**src/hw/rtl/hufd_pkg.sv**
```systemverilog
`timescale 1ns / 1ps
`default_nettype none

package hufd_pkg;

    localparam int NODE_COUNT_DEF = 1024;

    localparam int IDX_W   = 10;
    localparam int SYM_W   = 9;
    localparam int BYTE_W  = 8;
    localparam int OP_W    = 2;
    localparam int KIND_W  = 2;
    localparam int CFG_IDX_W  = 2;
    localparam int CFG_DATA_W = 10;

    // result buffer entries behind the walk stage
    localparam int OUT_DEPTH = 3;

    localparam logic [OP_W-1:0] OP_WRITE   = 2'd0;
    localparam logic [OP_W-1:0] OP_DECODE  = 2'd1;
    localparam logic [OP_W-1:0] OP_RESTART = 2'd2;

    localparam logic [KIND_W-1:0] KIND_NONE   = 2'd0;
    localparam logic [KIND_W-1:0] KIND_SYMBOL = 2'd1;
    localparam logic [KIND_W-1:0] KIND_END    = 2'd2;
    localparam logic [KIND_W-1:0] KIND_ERROR  = 2'd3;

    localparam logic [CFG_IDX_W-1:0] CFG_ROOT_INDEX = 2'd0;
    localparam logic [CFG_IDX_W-1:0] CFG_END_SYMBOL = 2'd1;

    localparam logic [IDX_W-1:0] ROOT_RESET    = 10'd0;
    localparam logic [SYM_W-1:0] END_SYM_RESET = 9'd256;

    typedef struct packed {
        logic [OP_W-1:0]  opcode;
        logic [IDX_W-1:0] node_index;
        logic             node_leaf;
        logic [SYM_W-1:0] node_symbol;
        logic [IDX_W-1:0] zero_child;
        logic [IDX_W-1:0] one_child;
        logic             code_bit;
    } t_in_item;

    typedef struct packed {
        logic [KIND_W-1:0] kind;
        logic [BYTE_W-1:0] symbol;
    } t_out_item;

    typedef struct packed {
        logic             leaf;
        logic [SYM_W-1:0] sym;
        logic [IDX_W-1:0] child0;
        logic [IDX_W-1:0] child1;
    } t_node;

endpackage

`default_nettype wire

```
**src/hw/rtl/hufd_out_fifo.sv**
```systemverilog
`timescale 1ns / 1ps
`default_nettype none

module hufd_out_fifo (
    input  wire logic                i_clk,
    input  wire logic                i_rst_n,
    input  wire logic                i_push,
    input  wire hufd_pkg::t_out_item i_push_item,
    output logic                     o_valid,
    input  wire logic                i_stall,
    output hufd_pkg::t_out_item      o_item,
    output logic [$clog2(hufd_pkg::OUT_DEPTH+1)-1:0] o_count
);

    localparam int DEPTH = hufd_pkg::OUT_DEPTH;
    localparam int PTR_W = $clog2(DEPTH);
    localparam int CNT_W = $clog2(DEPTH+1);
    localparam logic [PTR_W-1:0] LAST = PTR_W'(DEPTH-1);

    hufd_pkg::t_out_item r_buf [DEPTH];
    logic [PTR_W-1:0] r_wr_ptr, r_rd_ptr;
    logic [CNT_W-1:0] r_count;
    logic pop;

    assign pop     = (r_count != '0) && !i_stall;
    assign o_valid = (r_count != '0);
    assign o_item  = r_buf[r_rd_ptr];
    assign o_count = r_count;

    always_ff @(posedge i_clk) begin
        if (!i_rst_n) begin
            r_wr_ptr <= '0;
            r_rd_ptr <= '0;
            r_count  <= '0;
        end else begin
            if (i_push) begin
                r_wr_ptr <= (r_wr_ptr == LAST) ? '0 : r_wr_ptr + 1'b1;
            end
            if (pop) begin
                r_rd_ptr <= (r_rd_ptr == LAST) ? '0 : r_rd_ptr + 1'b1;
            end
            if (i_push && !pop) begin
                r_count <= r_count + 1'b1;
            end else if (!i_push && pop) begin
                r_count <= r_count - 1'b1;
            end
        end
    end

    always_ff @(posedge i_clk) begin
        if (i_push) begin
            r_buf[r_wr_ptr] <= i_push_item;
        end
    end

endmodule

`default_nettype wire

```
**config.mk**
```make
export PLATFORM = sky130hd
export DESIGN_NAME = hufd_out_fifo
export DESIGN_NICKNAME = d
export VERILOG_FILES = /design/src/hw/rtl/hufd_pkg.sv /design/src/hw/rtl/hufd_out_fifo.sv
export SDC_FILE = /design/constraint.sdc
export NUM_CORES = 1
export LEC_CHECK = 0
export BUFFER_PORTS_ARGS = -buffer_cell sky130_fd_sc_hd__buf_2
export CAP_MARGIN = 40
export CORE_MARGIN = 3
export CORE_UTILIZATION = 48
export DETAILED_ROUTE_END_ITERATION = 6
export PLACE_DENSITY = 0.75
export SYNTH_ARGS = -nofsm -noshare
export SYNTH_HDL_FRONTEND = slang
export SYNTH_SLANG_ARGS = --single-unit
```
**constraint.sdc**
```tcl
create_clock -name i_clk -period 1.98 [get_ports i_clk]
set_input_delay 0.396 -clock i_clk [delete_from_list [all_inputs] [get_ports i_clk]]
set_output_delay 0.396 -clock i_clk [all_outputs]
set_load 0.005 [all_outputs]
```
### Yosys cells after proc, flatten, opt, wreduce, memory -nomap -nowiden

Memories as Yosys holds them, arrays and structs flattened. A register that Yosys moved wholly into a read port is not among the register bits.
Cells that the tools add are included.

* equal/unequal tests: 2
* add/sub/neg operators: 4
* reductions and logical operators: 8
* muxes and demuxes: 8

Operators by type and width (count)
* $mux 2: 6
* $add 2x1->2 const B: 3
* $eq 2x2->1 const B: 2
* $reduce_bool 2->1: 2
* $logic_and 1x1->1: 3
* $logic_not 1->1: 3
* $mux 1: 2
* $sub 2x1->2 const B: 1

* bits of input ports: 14
* RAM bits: 30
* register bits: 6
* memories kept: 1
* output and inout port bits: 13

Memory list
* r_buf: words 3, width 10, read ports 1, clocked after memory_dff 1, wr ports 1, RTL line hufd_out_fifo.sv:20 `hufd_pkg::t_out_item r_buf [DEPTH];`

### Depth between registers and ports, before layout

* word-level depth: 5
* gate-level depth with buffers: 5
* gate-level depth less buffers: 5

### Worst setup path before layout

Ideal clock, no wire load.

* kind: input -> register
* from: in i_push
* to: mem r_buf[0][0] in the netlist's numbering, enable pin
* stages on the path: 1
* data arrival time: 1.263 ns
* data required time: 1.585 ns
* setup slack: 0.323 ns
* cells stage by stage: nor3b_1

* word-level cells in the longest chain between the ends: 2

Ends and longest elaborated chain
* start, declared: RTL line hufd_out_fifo.sv:7 `input wire logic i_push,`
* $mux 1: RTL line hufd_out_fifo.sv:51 `if (i_push) begin`
* $mux 1 (implied by the code): RTL line hufd_out_fifo.sv:52 `r_buf[r_wr_ptr] <= i_push_item;`
* end, declared: RTL line hufd_out_fifo.sv:20

Every way passes these cells.

==> results by group <==
Outcome
  – Status: finished clean

Yosys
  – Mapped Nets: 110
  – Post-Synthesis Cells: 95
  – Simple-gate share of the synthesized area: 8.01%
  – Warnings from Yosys: 0
  – Synth Register Bits: 38
  – Synth Area in Adders: 0.880%
  – Post-Syn Area: 1420 um2
  – Mux cell area share after synthesis: 7.04%
  – Largest family of logic cells by synthesized area: simple AND/OR/NAND/NOR gates
  – Synth Area in XOR/XNOR: 1.23%
  – Netlist cell types: 21
  – Sequential area share after synthesis: 74.6%
  – Synth Area in Compound Gates: 7.31%
  – Syn_area_per_cell: 15.0 um2

Clock tree
  – CTS H-tree lvls: 2
  – Post-CTS sizing: 0
  – Clock slew at reported path FFs: 0.11 ns
  – Skew-Pair Late Insertion Delay: 0.34 ns
  – TritonCTS Buffers: 5
  – CTS tree: built
  – Sink Count: 38
  – Post-CTS Hold Buffers: 0
  – Clock Tree Buf Depth: 2
  – Root Buffer: clkbuf_4
  – Post-CTS setup buffer count: 0

Die
  – Core Region: 2780 um2
  – Die Y: 60.4 um
  – # rows: 19
  – Initial Utilization: 51.1%
  – Die X: 60.4 um
  – Die footprint: 3650 um2
  – IO Count: 27

Placed design
  – Final HPWL DP: 1590 um
  – IO buf count: 26
  – Global placer's final weighted congestion: 0.653

Power
  – Pwr Total: 1.80 mW
  – Leakage power: 0.632 nW
  – Max VDD drop: 0.704 mV
  – PD cells: 1050 nW/um2

GRT
  – Grt met3 use: 4.68%
  – Grt peak-use layer: met2
  – Initial antenna violation count: 0
  – Met2 Track Usage GR: 22.2%
  – Met1 GRT Util: 15.3%
  – First-pass GRT wire length: 3380 um
  – Vias in the first global route: 799
  – Largest net degree at the start of global routing: 13
  – GRT Util Overall: 13.4%
  – Global route overflow: 0

Layout
  – NumNets Final: 148
  – Commonest non-fill, non-tap cell in the layout: edfxtp_1
  – Synth-to-layout area growth: 20.1%
  – Layout cells sized above 1: 32.8%
  – Most frequent cells in the layout: 30 x edfxtp_1, 26 x buf_2, 14 x nand2_1
  – Inserted Diodes: 0
  – Filler cell count: 230
  – Post-layout util: 61.4%

Flow run
  – Max_cap viols: 0

Routing
  – DR DRC count: 0
  – Routed Antenna Nets: 0
  – Routed len/inst: 13.8 um
  – 1st-iter DRT viols: 15
  – DR vias/cell: 4.96
  – Routed wire length: 2270 um
  – DRT Pass-1 Iters: 3
  – DR vias: 819

Setup path
  – Crit. End Element: primary output
  – CP delay by family, top: flip-flops
  – Required time of the critical path: 1.58 ns
  – Slowest stage cell, crit path: dfxtp_1
  – Worst path cell trace: buf_4, nand2_1, o21ai_1, buf_2
  – WP buf/inv: 2
  – Data arrival, critical path: 1.38 ns
  – Worst setup path class: register to primary output
  – CP max stage delay: 0.55 ns
  – Worst setup SP type: register
  – Worst R2R Start: o_count[0]
  – Crit Path Max Fanout: 11

Hold path
  – Hold_sp: i_push_item[9]
  – Worst min-delay path class: input pin to register

Timing
  – Final Hold Vio Count: 0
  – Setup TNS: 0 ns
  – Worst Max-Slew Pin Slew: 0.358 ns
  – Max Freq: 0.563 GHz
  – # setup viols final: 0
  – Fin crit share: 89.7%
  – Skew final: 0.00397 ns
  – Min cycle time layout: 1.78 ns
  – Relative slew slack: 76.1%
  – Pins Over Slew Limit: 0
  – Unrepaired setup endpoints after global routing: false
[worst reg2reg max path, delay by kind of cell (launching register included)]
family / cells / cell delay [ns]
AOI/OAI and AO/OA: 2 / 0.36
adders and majority gates: 1 / 0.30
DFF: 1 / 0.37
and+or+nand+nor: 1 / 0.37
[state kept, by name, summed over array words and instances, names as in the netlist, named ones only]
| name | cells |
|---|---|
| r_rd_ptr | 2 |
| r_buf | 30 |
| o_count | 2 |
| r_wr_ptr | 2 |
[layout make-up]
| cell class | instances | area, um2 | share of cell area (%) |
|---|---|---|---|
| Sequential cell | 38 | 1060 | 62.2 |
| Multi-Input combinational cell | 54 | 353 | 20.7 |
| Timing Repair Buffer | 34 | 190 | 11.1 |
| Clock buffer | 6 | 51.3 | 3.01 |
| Tap cell | 31 | 38.8 | 2.27 |
| Clock inverter | 2 | 12.5 | 0.733 |
[stage by stage]
| stage | std cells | setup slack, ns | instance area (um2) | hold slack (ns) |
|---|---|---|---|---|
| floorplan | 95 | 0.323 | 1420 | 0.451 |
| detailed placement | 157 | 0.360 | 1640 | 0.474 |
| global placement | 157 | 0.411 | 1640 | 0.468 |
| CTS | 165 | 0.183 | 1710 | 0.230 |
| global route | 165 | 0.0543 | 1710 | 0.216 |
| finish | 165 | 0.204 | 1710 | 0.249 |
[cells in the mapped netlist]
cell | number | area (um2)
o21ai_1 | 10 | 50.1
mux2i_1 | 10 | 100
nor2_1 | 2 | 7.51
a21boi_1 | 3 | 22.5
o21bai_2 | 1 | 11.3
ha_1 | 1 | 12.5
xnor2_1 | 1 | 8.76
o21ai_0 | 1 | 5.00
and2_1 | 1 | 6.26
edfxtp_1 | 30 | 901
buf_2 | 1 | 5.00
xor2_1 | 1 | 8.76
nand2_1 | 14 | 52.6
o21a_1 | 2 | 15.0
or2_1 | 1 | 6.26
nor3b_1 | 1 | 7.51
or3_1 | 2 | 12.5
clkbuf_1 | 2 | 7.51
nor2b_1 | 2 | 12.5
or3b_1 | 1 | 8.76
dfxtp_1 | 8 | 160
[layer usage]
layer | vias up | wire length, um
li1 | 422 | -
met1 | 375 | 989
met2 | 19 | 1130
met3 | 3 | 123
met4 | 0 | 29
met5 | - | 0
[kinds of logic (layout without fill, tap and decap cells)]
kind of cell	after synthesis	in the layout
mux	10	10
xor+xnor	2	2
fa+ha+maj	1	1
flops	38	38
simple gates	24	24
buf+inv	3	42
compound gates	17	17
[report_power, final]
group	total (mW)	internal, mW	switching [mW]	leakage, nW
sequential	0.980	0.930	0.0498	0.343
clock	0.419	0.171	0.248	0.0343
combinational	0.402	0.213	0.189	0.254
total	1.80	1.31	0.487	0.632
[final timing paths]
| path | endpoint | cells past startpoint | slack, ns |
|---|---|---|---|
| max | o_item[7] | 4 | 0.20 |
| min | r_buf[2][9] | 1 | 0.25 |
| max reg2reg | o_count[1] | 4 | 0.51 |
| min reg2reg | r_rd_ptr[0] | 2 | 0.49 |
No activity file was read; power rests on OpenSTA's default activity.
